File: src/sv/ima_adpcm_nibble_decoder_unit_macros.svh
// ---------------------------------------------------------------------------
// ima_adpcm_nibble_decoder_unit_macros
// assertion macros for the adpcm decoder
// ---------------------------------------------------------------------------
`ifndef IMA_ADPCM_NIBBLE_DECODER_UNIT_MACROS_SVH
`define IMA_ADPCM_NIBBLE_DECODER_UNIT_MACROS_SVH

// antecedent implies consequent in the same cycle
`define IMAD_ASSERT_SAME(label, ante, cons, msg) \
  label: assert property (@(posedge clk) disable iff (rst) (ante) |-> (cons)) \
    else $error(msg);

// antecedent implies consequent in the next cycle
`define IMAD_ASSERT_NEXT(label, ante, cons, msg) \
  label: assert property (@(posedge clk) disable iff (rst) (ante) |=> (cons)) \
    else $error(msg);

`endif

File: src/sv/imad_pkg.sv
// ---------------------------------------------------------------------------
// imad_pkg
// types, constants and tables of the adpcm decoder
// ---------------------------------------------------------------------------
package imad_pkg;

  typedef enum logic {
    ACT_DECODE = 1'b0,
    ACT_LOAD   = 1'b1
  } act_t;

  typedef struct packed {
    logic signed [15:0] pred;
    logic [6:0]         idx;
  } imad_state_t;

  localparam logic [6:0]          IdxMax  = 7'd88;
  localparam logic signed [17:0]  PredMax = 18'sd32767;
  localparam logic signed [17:0]  PredMin = -18'sd32768;

  localparam logic signed [4:0] IndexAdjust [8] = '{
    -5'sd1, -5'sd1, -5'sd1, -5'sd1, 5'sd2, 5'sd4, 5'sd6, 5'sd8
  };

  function automatic logic [14:0] step_size(input logic [6:0] idx);
    logic [14:0] s;
    case (idx)
      7'd0:  s = 15'd7;     7'd1:  s = 15'd8;     7'd2:  s = 15'd9;
      7'd3:  s = 15'd10;    7'd4:  s = 15'd11;    7'd5:  s = 15'd12;
      7'd6:  s = 15'd13;    7'd7:  s = 15'd14;    7'd8:  s = 15'd16;
      7'd9:  s = 15'd17;    7'd10: s = 15'd19;    7'd11: s = 15'd21;
      7'd12: s = 15'd23;    7'd13: s = 15'd25;    7'd14: s = 15'd28;
      7'd15: s = 15'd31;    7'd16: s = 15'd34;    7'd17: s = 15'd37;
      7'd18: s = 15'd41;    7'd19: s = 15'd45;    7'd20: s = 15'd50;
      7'd21: s = 15'd55;    7'd22: s = 15'd60;    7'd23: s = 15'd66;
      7'd24: s = 15'd73;    7'd25: s = 15'd80;    7'd26: s = 15'd88;
      7'd27: s = 15'd97;    7'd28: s = 15'd107;   7'd29: s = 15'd118;
      7'd30: s = 15'd130;   7'd31: s = 15'd143;   7'd32: s = 15'd157;
      7'd33: s = 15'd173;   7'd34: s = 15'd190;   7'd35: s = 15'd209;
      7'd36: s = 15'd230;   7'd37: s = 15'd253;   7'd38: s = 15'd279;
      7'd39: s = 15'd307;   7'd40: s = 15'd337;   7'd41: s = 15'd371;
      7'd42: s = 15'd408;   7'd43: s = 15'd449;   7'd44: s = 15'd494;
      7'd45: s = 15'd544;   7'd46: s = 15'd598;   7'd47: s = 15'd658;
      7'd48: s = 15'd724;   7'd49: s = 15'd796;   7'd50: s = 15'd876;
      7'd51: s = 15'd963;   7'd52: s = 15'd1060;  7'd53: s = 15'd1166;
      7'd54: s = 15'd1282;  7'd55: s = 15'd1411;  7'd56: s = 15'd1552;
      7'd57: s = 15'd1707;  7'd58: s = 15'd1878;  7'd59: s = 15'd2066;
      7'd60: s = 15'd2272;  7'd61: s = 15'd2499;  7'd62: s = 15'd2749;
      7'd63: s = 15'd3024;  7'd64: s = 15'd3327;  7'd65: s = 15'd3660;
      7'd66: s = 15'd4026;  7'd67: s = 15'd4428;  7'd68: s = 15'd4871;
      7'd69: s = 15'd5358;  7'd70: s = 15'd5894;  7'd71: s = 15'd6484;
      7'd72: s = 15'd7132;  7'd73: s = 15'd7845;  7'd74: s = 15'd8630;
      7'd75: s = 15'd9493;  7'd76: s = 15'd10442; 7'd77: s = 15'd11487;
      7'd78: s = 15'd12635; 7'd79: s = 15'd13899; 7'd80: s = 15'd15289;
      7'd81: s = 15'd16818; 7'd82: s = 15'd18500; 7'd83: s = 15'd20350;
      7'd84: s = 15'd22385; 7'd85: s = 15'd24623; 7'd86: s = 15'd27086;
      7'd87: s = 15'd29794;
      default: s = 15'd32767;
    endcase
    return s;
  endfunction

endpackage

File: src/sv/imad_nibble_step.sv
// ---------------------------------------------------------------------------
// imad_nibble_step
// one adpcm nibble: step lookup, difference, saturating predictor, index move
// ---------------------------------------------------------------------------
module imad_nibble_step
  import imad_pkg::*;
(
  input  imad_state_t cur,
  input  logic [3:0]  nib,
  output imad_state_t nxt
);

  logic [14:0]        step;
  logic [15:0]        diff;
  logic signed [17:0] pred_ext;
  logic signed [17:0] diff_ext;
  logic signed [17:0] sum;
  logic signed [7:0]  idx_sum;

  always_comb begin
    step = step_size(cur.idx);
    diff = {4'd0, step[14:3]};
    if (nib[2]) diff = diff + {1'b0, step};
    if (nib[1]) diff = diff + {2'd0, step[14:1]};
    if (nib[0]) diff = diff + {3'd0, step[14:2]};

    pred_ext = {{2{cur.pred[15]}}, cur.pred};
    diff_ext = {2'b00, diff};
    sum = nib[3] ? (pred_ext - diff_ext) : (pred_ext + diff_ext);

    if (sum > PredMax) nxt.pred = PredMax[15:0];
    else if (sum < PredMin) nxt.pred = PredMin[15:0];
    else nxt.pred = sum[15:0];

    idx_sum = $signed({1'b0, cur.idx}) + {{3{IndexAdjust[nib[2:0]][4]}},
                                          IndexAdjust[nib[2:0]]};
    if (idx_sum < 8'sd0) nxt.idx = 7'd0;
    else if (idx_sum > $signed({1'b0, IdxMax})) nxt.idx = IdxMax;
    else nxt.idx = idx_sum[6:0];
  end

endmodule

File: src/sv/ima_adpcm_nibble_decoder_unit.sv
// ---------------------------------------------------------------------------
// ima_adpcm_nibble_decoder_unit
// ima adpcm decoder: header load and two-nibble byte decode
// ---------------------------------------------------------------------------
// flow: requests are held in the s_ registers and samples are registered at the
//   output; a decode emits its second sample after its first
// rate: a load request every cycle, one nibble step a cycle (shared datapath),
//   unless the output stalls; a decode frees input when its second nibble goes
// reset: predictor, step index and all valid flags clear to zero
module ima_adpcm_nibble_decoder_unit
  import imad_pkg::*;
(
  input  logic               clk,
  input  logic               rst,
  input  logic               in_valid,
  output logic               in_ready,
  input  logic               action,
  input  logic [7:0]         code_byte,
  input  logic signed [15:0] header_predictor,
  input  logic [6:0]         header_index,
  input  logic               block_last,
  output logic               out_valid,
  input  logic               out_ready,
  output logic signed [15:0] sample,
  output logic               run_last,
  output logic               block_end
);

`include "ima_adpcm_nibble_decoder_unit_macros.svh"

  imad_state_t        state;
  imad_state_t        state_next;
  imad_state_t        step_out;

  logic               s_valid;
  logic               s_phase;
  act_t               s_action;
  logic [7:0]         s_code;
  logic signed [15:0] s_pred;
  logic [6:0]         s_idx;
  logic               s_last;

  logic               emit;
  logic               item_done;
  logic               in_take;
  logic [3:0]         nib;

  assign emit      = s_valid && (!out_valid || out_ready);
  assign item_done = (s_action == ACT_LOAD) || s_phase;
  assign in_ready  = !s_valid || (emit && item_done);
  assign in_take   = in_valid && in_ready;
  assign nib       = s_phase ? s_code[7:4] : s_code[3:0];

  imad_nibble_step u_step (
    .cur (state),
    .nib (nib),
    .nxt (step_out)
  );

  always_comb begin
    if (s_action == ACT_LOAD) begin
      state_next.pred = s_pred;
      state_next.idx  = (s_idx > IdxMax) ? IdxMax : s_idx;
    end else begin
      state_next = step_out;
    end
  end

  always_ff @(posedge clk) begin
    if (rst) begin
      s_valid   <= 1'b0;
      s_phase   <= 1'b0;
      out_valid <= 1'b0;
      state     <= '0;
    end else begin
      if (in_take) begin
        s_valid <= 1'b1;
        s_phase <= 1'b0;
      end else if (emit) begin
        if (item_done) s_valid <= 1'b0;
        else s_phase <= 1'b1;
      end
      if (emit) begin
        out_valid <= 1'b1;
        state     <= state_next;
      end else if (out_ready) begin
        out_valid <= 1'b0;
      end
    end
  end

  always_ff @(posedge clk) begin
    if (in_take) begin
      s_action <= act_t'(action);
      s_code   <= code_byte;
      s_pred   <= header_predictor;
      s_idx    <= header_index;
      s_last   <= block_last;
    end
    if (emit) begin
      sample    <= state_next.pred;
      run_last  <= item_done;
      block_end <= (s_action == ACT_DECODE) && s_phase && s_last;
    end
  end

  `IMAD_ASSERT_SAME(a_idx_range, 1'b1, state.idx <= IdxMax, "step index above 88")
  `IMAD_ASSERT_NEXT(a_second_nibble, emit && !item_done, s_valid && s_phase,
                    "second nibble not pending after first")
  `IMAD_ASSERT_SAME(a_end_is_last, out_valid && block_end, run_last,
                    "block end without run last")

endmodule
File: config.mk
export PLATFORM = sky130hd
export DESIGN_NAME = ima_adpcm_nibble_decoder_unit
export DESIGN_NICKNAME = d
export VERILOG_FILES = /design/src/sv/imad_pkg.sv /design/src/sv/imad_nibble_step.sv /design/src/sv/ima_adpcm_nibble_decoder_unit.sv
export VERILOG_INCLUDE_DIRS = /design/src /design/src/sv
export SDC_FILE = /design/constraint.sdc
export NUM_CORES = 1
export LEC_CHECK = 0
export BUFFER_PORTS_ARGS = -buffer_cell sky130_fd_sc_hd__buf_4
export CAP_MARGIN = 0
export CELL_PAD_IN_SITES_DETAIL_PLACEMENT = 0
export CELL_PAD_IN_SITES_GLOBAL_PLACEMENT = 1
export CORE_AREA = 2 2 142 178
export DETAILED_ROUTE_END_ITERATION = 8
export DIE_AREA = 0 0 144 180
export HOLD_SLACK_MARGIN = 0.15
export PLACE_DENSITY_LB_ADDON = 0.1
export SLEW_MARGIN = 20
export SYNTH_ARGS = -nofsm -noshare
export SYNTH_HDL_FRONTEND = slang
export SYNTH_HIERARCHICAL = 1
export SYNTH_SLANG_ARGS = --single-unit
File: constraint.sdc
create_clock -name clk -period 11.9 [get_ports clk]
set_input_delay 1.785 -clock clk [delete_from_list [all_inputs] [get_ports clk]]
set_output_delay 1.785 -clock clk [all_outputs]
set_load 0.05 [all_outputs]
Word-level counts from Yosys, hierarchy flattened:

Memories as Yosys holds them, arrays and structs flattened. A register that Yosys moved wholly into a read port is not among the register bits.
Index checks and enable logic that the tools add are counted.

* bits in registers: 77
* memory bits (read-only): 1960
* output and inout port bits: 20
* memories kept: 2
* input port bits: 37
* logic and storage cells: 66

Memory list
* (name not given): words 128, bits a word 15, read ports 1, clocked after Yosys merged registers in 1, write ports 0, line imad_pkg.sv:27 `case (idx)`
* (name not given): words 8, bits a word 5, read ports 1, clocked after Yosys merged registers in 0, write ports 0, line imad_nibble_step.sv:35 `idx_sum = $signed({1'b0, cur.idx}) + {{3{IndexAdjust[nib[2:0]][4]}},`

* bitwise operators: 3
* multiplexer cells: 20
* $lt $le $gt $ge: 6
* $add $sub $neg: 6
* reductions and logical operators: 16

Operators by type and width (count)
* $mux 16: 5
* $mux 7: 5
* $mux 23: 1
* $add 16x17->18: 1
* $gt 18x16->1 const B: 1
* $lt 18x16->1 const B: 1
* $mux 18: 1
* $sub 16x17->18: 1
* $add 12x15->16: 1
* $add 16x13->16: 1
* $add 16x14->16: 1
* $mux 5: 2
* $add 7x8->8: 1
* $gt 8x8->1 const B: 1
* $lt 8x1->1 const B: 1
* $gt 7x7->1 const B: 1
* $reduce_bool 2->1: 3
* $logic_and 1x1->1: 5
* $mux 1: 5
* $ge 4x4->1 const B: 1
* $mux 4: 1
* $not 3->4: 1
* $reduce_and 2->1: 2
* $logic_or 1x1->1: 3
* 3 further kinds: 5

Longest topological paths before layout:

* word-level depth: 14
* mapped depth: 51
* depth with buffers taken out: 47

By module:

The synthesis kept the hierarchy.

Modules (own cells, without submodules)
* imad_nibble_step: area an instance 6636.4 sq um, cells an instance 994, sequential area each 0.0 sq um, instances 1
* ima_adpcm_nibble_decoder_unit: area an instance 2915.3 sq um, cells an instance 209, sequential area each 2052.0 sq um, instances 1

Worst setup path after synthesis:

No wires, ideal clock.

* path type: reg2reg
* from: register state[1] (netlist name)
* to: register state[13] in the netlist's numbering
* setup time: 0.132 ns
* data required time: 11.768 ns
* period minus slack after synthesis: 10.201 ns
* path slack: 1.699 ns
* stages on the path, launching flop included: 48
* path buffers: 5
* data arrival time: 10.069 ns
* cell sequence: dfxtp_1 > inv_1 > ha_1 > clkbuf_1 > nand2_1 > o311ai_1 > a311oi_1 > o31ai_4 > inv_1 > ha_1 > fa_1 > a21o_1 > and4_1 > o211ai_1 > or3b_2 > mux2i_1 > ha_1 > a21oi_1 > (+12 left out) > clkbuf_1 > clkbuf_1 > a21oi_1 > nand3_1 > nand2_1 > ha_1 > or3_1 > a211o_1 > nand3_1 > and2_1 > buf_1 > nor2_1 > mux2i_1 > clkbuf_1 > nand3_1 > mux2_2 > nor3_1 > nor3_1

RTL lines
* to (signal assigned): line ima_adpcm_nibble_decoder_unit.sv:85 `state <= state_next;`
* to (decl): line ima_adpcm_nibble_decoder_unit.sv:31 `imad_state_t state;`

==> metrics.log <==
[metrics] status: finished, final reports clean
[metrics] leakage power: 0.004164 µW
[metrics] number of antenna violations at the first check in global routing: 0
[metrics] launching element type of the critical path: register
[metrics] count of endpoints failing setup in the final report: 0
[metrics] total clock buffers created by CTS: 9
[metrics] Worst-Margin Slew: 1083 ps
[metrics] post-CTS sizing: 0
[metrics] highest attainable clock frequency: 0.09076 GHz
[metrics] post-detailed-route via-to-cell ratio: 5.900
[metrics] WL met3: 1212 µm
[metrics] via count of the first global-routing pass: 8,966
[metrics] buffer count from post-CTS setup fixing: 0
[metrics] Critical Path End Type: register
[metrics] slowest CP cell: sky130_fd_sc_hd__dfxtp_1
[metrics] Post-synth top cells: sky130_fd_sc_hd__a21oi_1, sky130_fd_sc_hd__nor2_1, sky130_fd_sc_hd__nand2_1, sky130_fd_sc_hd__ha_1, sky130_fd_sc_hd__nor3_1
[metrics] net count reported at finish: 1,337
[metrics] synthesized instance count: 1,203
[metrics] count of input and output buffers: 56
[metrics] fraction of post-synthesis cell area in the top cell type by area: 0.1603
[metrics] adder and majority gate portion of the synthesized area: 0.1113
[metrics] Antenna Nets Post-Route: 0
[metrics] final critical-path share of the clock period: 0.9259
[metrics] DR WL met2: 15,190 µm
[metrics] largest family of logic cells by synthesized area: compound AO/OA/AOI/OAI gates
[metrics] wire length per cell after detailed routing: 19.64 µm
[metrics] r2r setup slk: 880 ps
[metrics] CTS tree: yes
[metrics] area fraction in compound gates after synthesis: 0.2721
[metrics] Setup TNS: 0 ps
[metrics] dominant cells by area after synthesis: sky130_fd_sc_hd__edfxtp_1, sky130_fd_sc_hd__ha_1, sky130_fd_sc_hd__a21oi_1
[metrics] Starting Density: 0.3937
[metrics] highest metal layer used by the detailed router: met4
[metrics] fraction of registers with async set/reset: 0
[metrics] fraction of the yosys area taken by sequential cells: 0.2148
[metrics] path type of the worst min-delay path: register to register
[metrics] Net Count, Synth: 1,322
[metrics] clock edge transition at the registers on the reported setup and hold paths: 70 ps
[metrics] Worst path max stage delay: 800 ps
[metrics] met1 layer wirelength in the final routing: 13,140 µm
[metrics] leading register cell type out of synthesis: sky130_fd_sc_hd__edfxtp_1
[metrics] average footprint of a synthesized cell: 7.940 µm²
[metrics] count of state elements after synthesis: 77
[metrics] mapped cell area: 9552 µm²
[metrics] Post-Synth Simple-Gate Area: 0.2176
[metrics] Max Root-Sink Buffers: 2
[metrics] Setup Crit Path Kind: register to register
[metrics] last weighted congestion value of the routability-driven placer: 0.9437
[metrics] IR drop worst, VDD: 117.3 µV
[metrics] die boundary width: 144 µm
[metrics] Cell Pwr Density: 190.3 nW/µm²
[metrics] maximum net fanout on the critical path: 22
[metrics] data arrival time of the critical path: 11,240 ps
[metrics] HPWL reported at the end of detailed placement: 23,260 µm
[metrics] # DRC: 0
[metrics] global-route wire length before repair: 49,180 µm
[metrics] detailed-routing iteration count for the pre-antenna-repair pass: 5
[metrics] total global routing overflow: 0
[metrics] antenna diode instance count: 0
[metrics] most area-hungry cell type in the Yosys netlist: sky130_fd_sc_hd__edfxtp_1
[metrics] core footprint: 24,260 µm²
[metrics] number of top-level pins: 57
[metrics] number of flops mapped to enable cells by yosys: 51
[metrics] cell at the root of the clock tree: sky130_fd_sc_hd__clkbuf_16
[metrics] Post-Route WL: 30,500 µm
[metrics] final core area utilization: 0.4329
[metrics] Final Critical Period: 11,020 ps
[metrics] number of clock sinks seen by CTS: 77
[metrics] Final Hold Violating Endpoints: 0
[metrics] area growth from synthesis to layout: 9.956%
[metrics] source-to-sink clock delay at the later pin of the worst-skew pair: 340 ps
[metrics] total via count in the routed design: 9,162
[metrics] final critical-path setup slack: 882.2 ps
[metrics] setup repair after global routing missed its margin: no
[metrics] GRT Util Overall: 0.2361
[metrics] largest net degree at the start of global routing: 40
[metrics] number of DRC violations after detailed-routing iteration 0: 709
[metrics] CTS Hold Buffers Added: 0
[metrics] ratio of cells with drive above 1 in the final layout: 0.1439
[metrics] worst setup slack before clock tree synthesis: 1044 ps
[metrics] worst clock skew: 10.59 ps
[metrics] total count of max-transition violations in the final report: 0
[metrics] proportion of synthesized area in mux cells: 0.05790
[metrics] share of the synthesized netlist area taken by xor and xnor gates: 0.06026
[metrics] critical path required time: 12,120 ps
[metrics] Std-Cell Rows: 64
[metrics] Yosys Warn Count: 6
[metrics] # Max-Cap Violations: 0
[metrics] die area: 25,920 µm²
[metrics] Relative slew margins: 0.2781
[metrics] number of distinct library cell variants in the gate-level netlist after synthesis: 94
[metrics] number of levels the H-tree was split into: 3
[metrics] die height: 180 µm
[metrics] most numerous cell in the Yosys netlist: sky130_fd_sc_hd__a21oi_1
==> stage by stage <==
stage               hold slack [ps]  cells  instance area [µm²]  power (µW)
global placement              519.5   1537                10200        1711
detailed placement            526.1   1537                10200        1698
finish                        527.3   1553                10500        1998
global route                  571.4   1553                10500        2180
floorplan                     466.5   1203                 9552        1387
CTS                           535.8   1553                10500        1999
==> path summary, 6_finish.rpt <==
kind | startpoint | endpoint | cells after the start
worst max-delay path | state[3] | state[8] | 43
worst min-delay path | state[21] | state[21] | 2
worst max register to register | state[3] | state[8] | 43
worst min register to register | state[21] | state[21] | 2
==> worst max-delay path, delay by kind of cell (launching register included) <==
kind,cells,cell delay [ps]
AOI/OAI and AO/OA,16,3230
xor gates and xnor gates,1,180
DFF,1,800
and+or+nand+nor,14,3120
adders and majority gates,5,1700
buffers and inverters,3,790
muxes,4,1040
==> power by group <==
group / internal (µW) / switching, µW
Sequential: 322 / 23.7
Clock: 166 / 122
Combinational: 541 / 824
Total: 1030 / 970
==> sequential cells by signal (all words and copies together) (netlist names) <==
signal	cells
s_action	1
block_end	1
run_last	1
sample	16
s_valid	1
s_idx	7
s_code	8
state	23
out_valid	1
s_pred	16
s_phase	1
s_last	1
==> cell usage in the layout, fill, tap and decap left out, types with 8 or more instances in the layout <==
cell and count:
sky130_fd_sc_hd__a31oi_1 17, sky130_fd_sc_hd__nand3_1 34, sky130_fd_sc_hd__nor3_1 69, sky130_fd_sc_hd__a21boi_0 8, sky130_fd_sc_hd__nor2_1 104, sky130_fd_sc_hd__o22ai_1 10, sky130_fd_sc_hd__o211ai_1 15, sky130_fd_sc_hd__clkbuf_16 9
sky130_fd_sc_hd__o31ai_1 8, sky130_fd_sc_hd__o21bai_1 11, sky130_fd_sc_hd__xnor2_1 38, sky130_fd_sc_hd__a311oi_1 10, sky130_fd_sc_hd__edfxtp_1 51, sky130_fd_sc_hd__buf_4 87, sky130_fd_sc_hd__xor2_1 24, sky130_fd_sc_hd__dfxtp_1 25
sky130_fd_sc_hd__or2_2 8, sky130_fd_sc_hd__nand2b_1 23, sky130_fd_sc_hd__a211o_1 8, sky130_fd_sc_hd__o2111ai_1 10, sky130_fd_sc_hd__ha_1 77, sky130_fd_sc_hd__nor4_1 19, sky130_fd_sc_hd__nand2_1 83, sky130_fd_sc_hd__o21a_1 10
sky130_fd_sc_hd__and2_1 8, sky130_fd_sc_hd__nor2b_1 14, sky130_fd_sc_hd__inv_1 49, sky130_fd_sc_hd__nor3b_1 8, sky130_fd_sc_hd__a21oi_1 114, sky130_fd_sc_hd__o21ai_0 47, sky130_fd_sc_hd__a21o_1 22, sky130_fd_sc_hd__a211oi_1 23
sky130_fd_sc_hd__o21ai_1 8, sky130_fd_sc_hd__mux2_2 32, sky130_fd_sc_hd__mux2i_1 11
==> final cells by class <==
type,instances,area [µm²]
fill,2509,13760
timing repair buffer,87,653.1
multi-input combinational,990,6879
sequential,77,2053
inverter,53,198.9
clock buffer,9,225.2
clock inverter,7,80.08
tap,330,412.9
==> routing by layer <==
metal / track usage / vias up
met2: 0.4141 / 294
met4: 0.07294 / 0
met5: 0 / -
met3: 0.01918 / 47
met1: 0.3051 / 4278
li1: - / 4543
==> cells by family after synthesis <==
family	Yosys count
AND/OR/NAND/NOR	413
AO/OA/AOI/OAI	384
buffers and inverters	136
multiplexers	47
XOR/XNOR	64
flip-flops	77
adder cells (fa/ha/maj)	82
(Power assumes the default switching activity.)
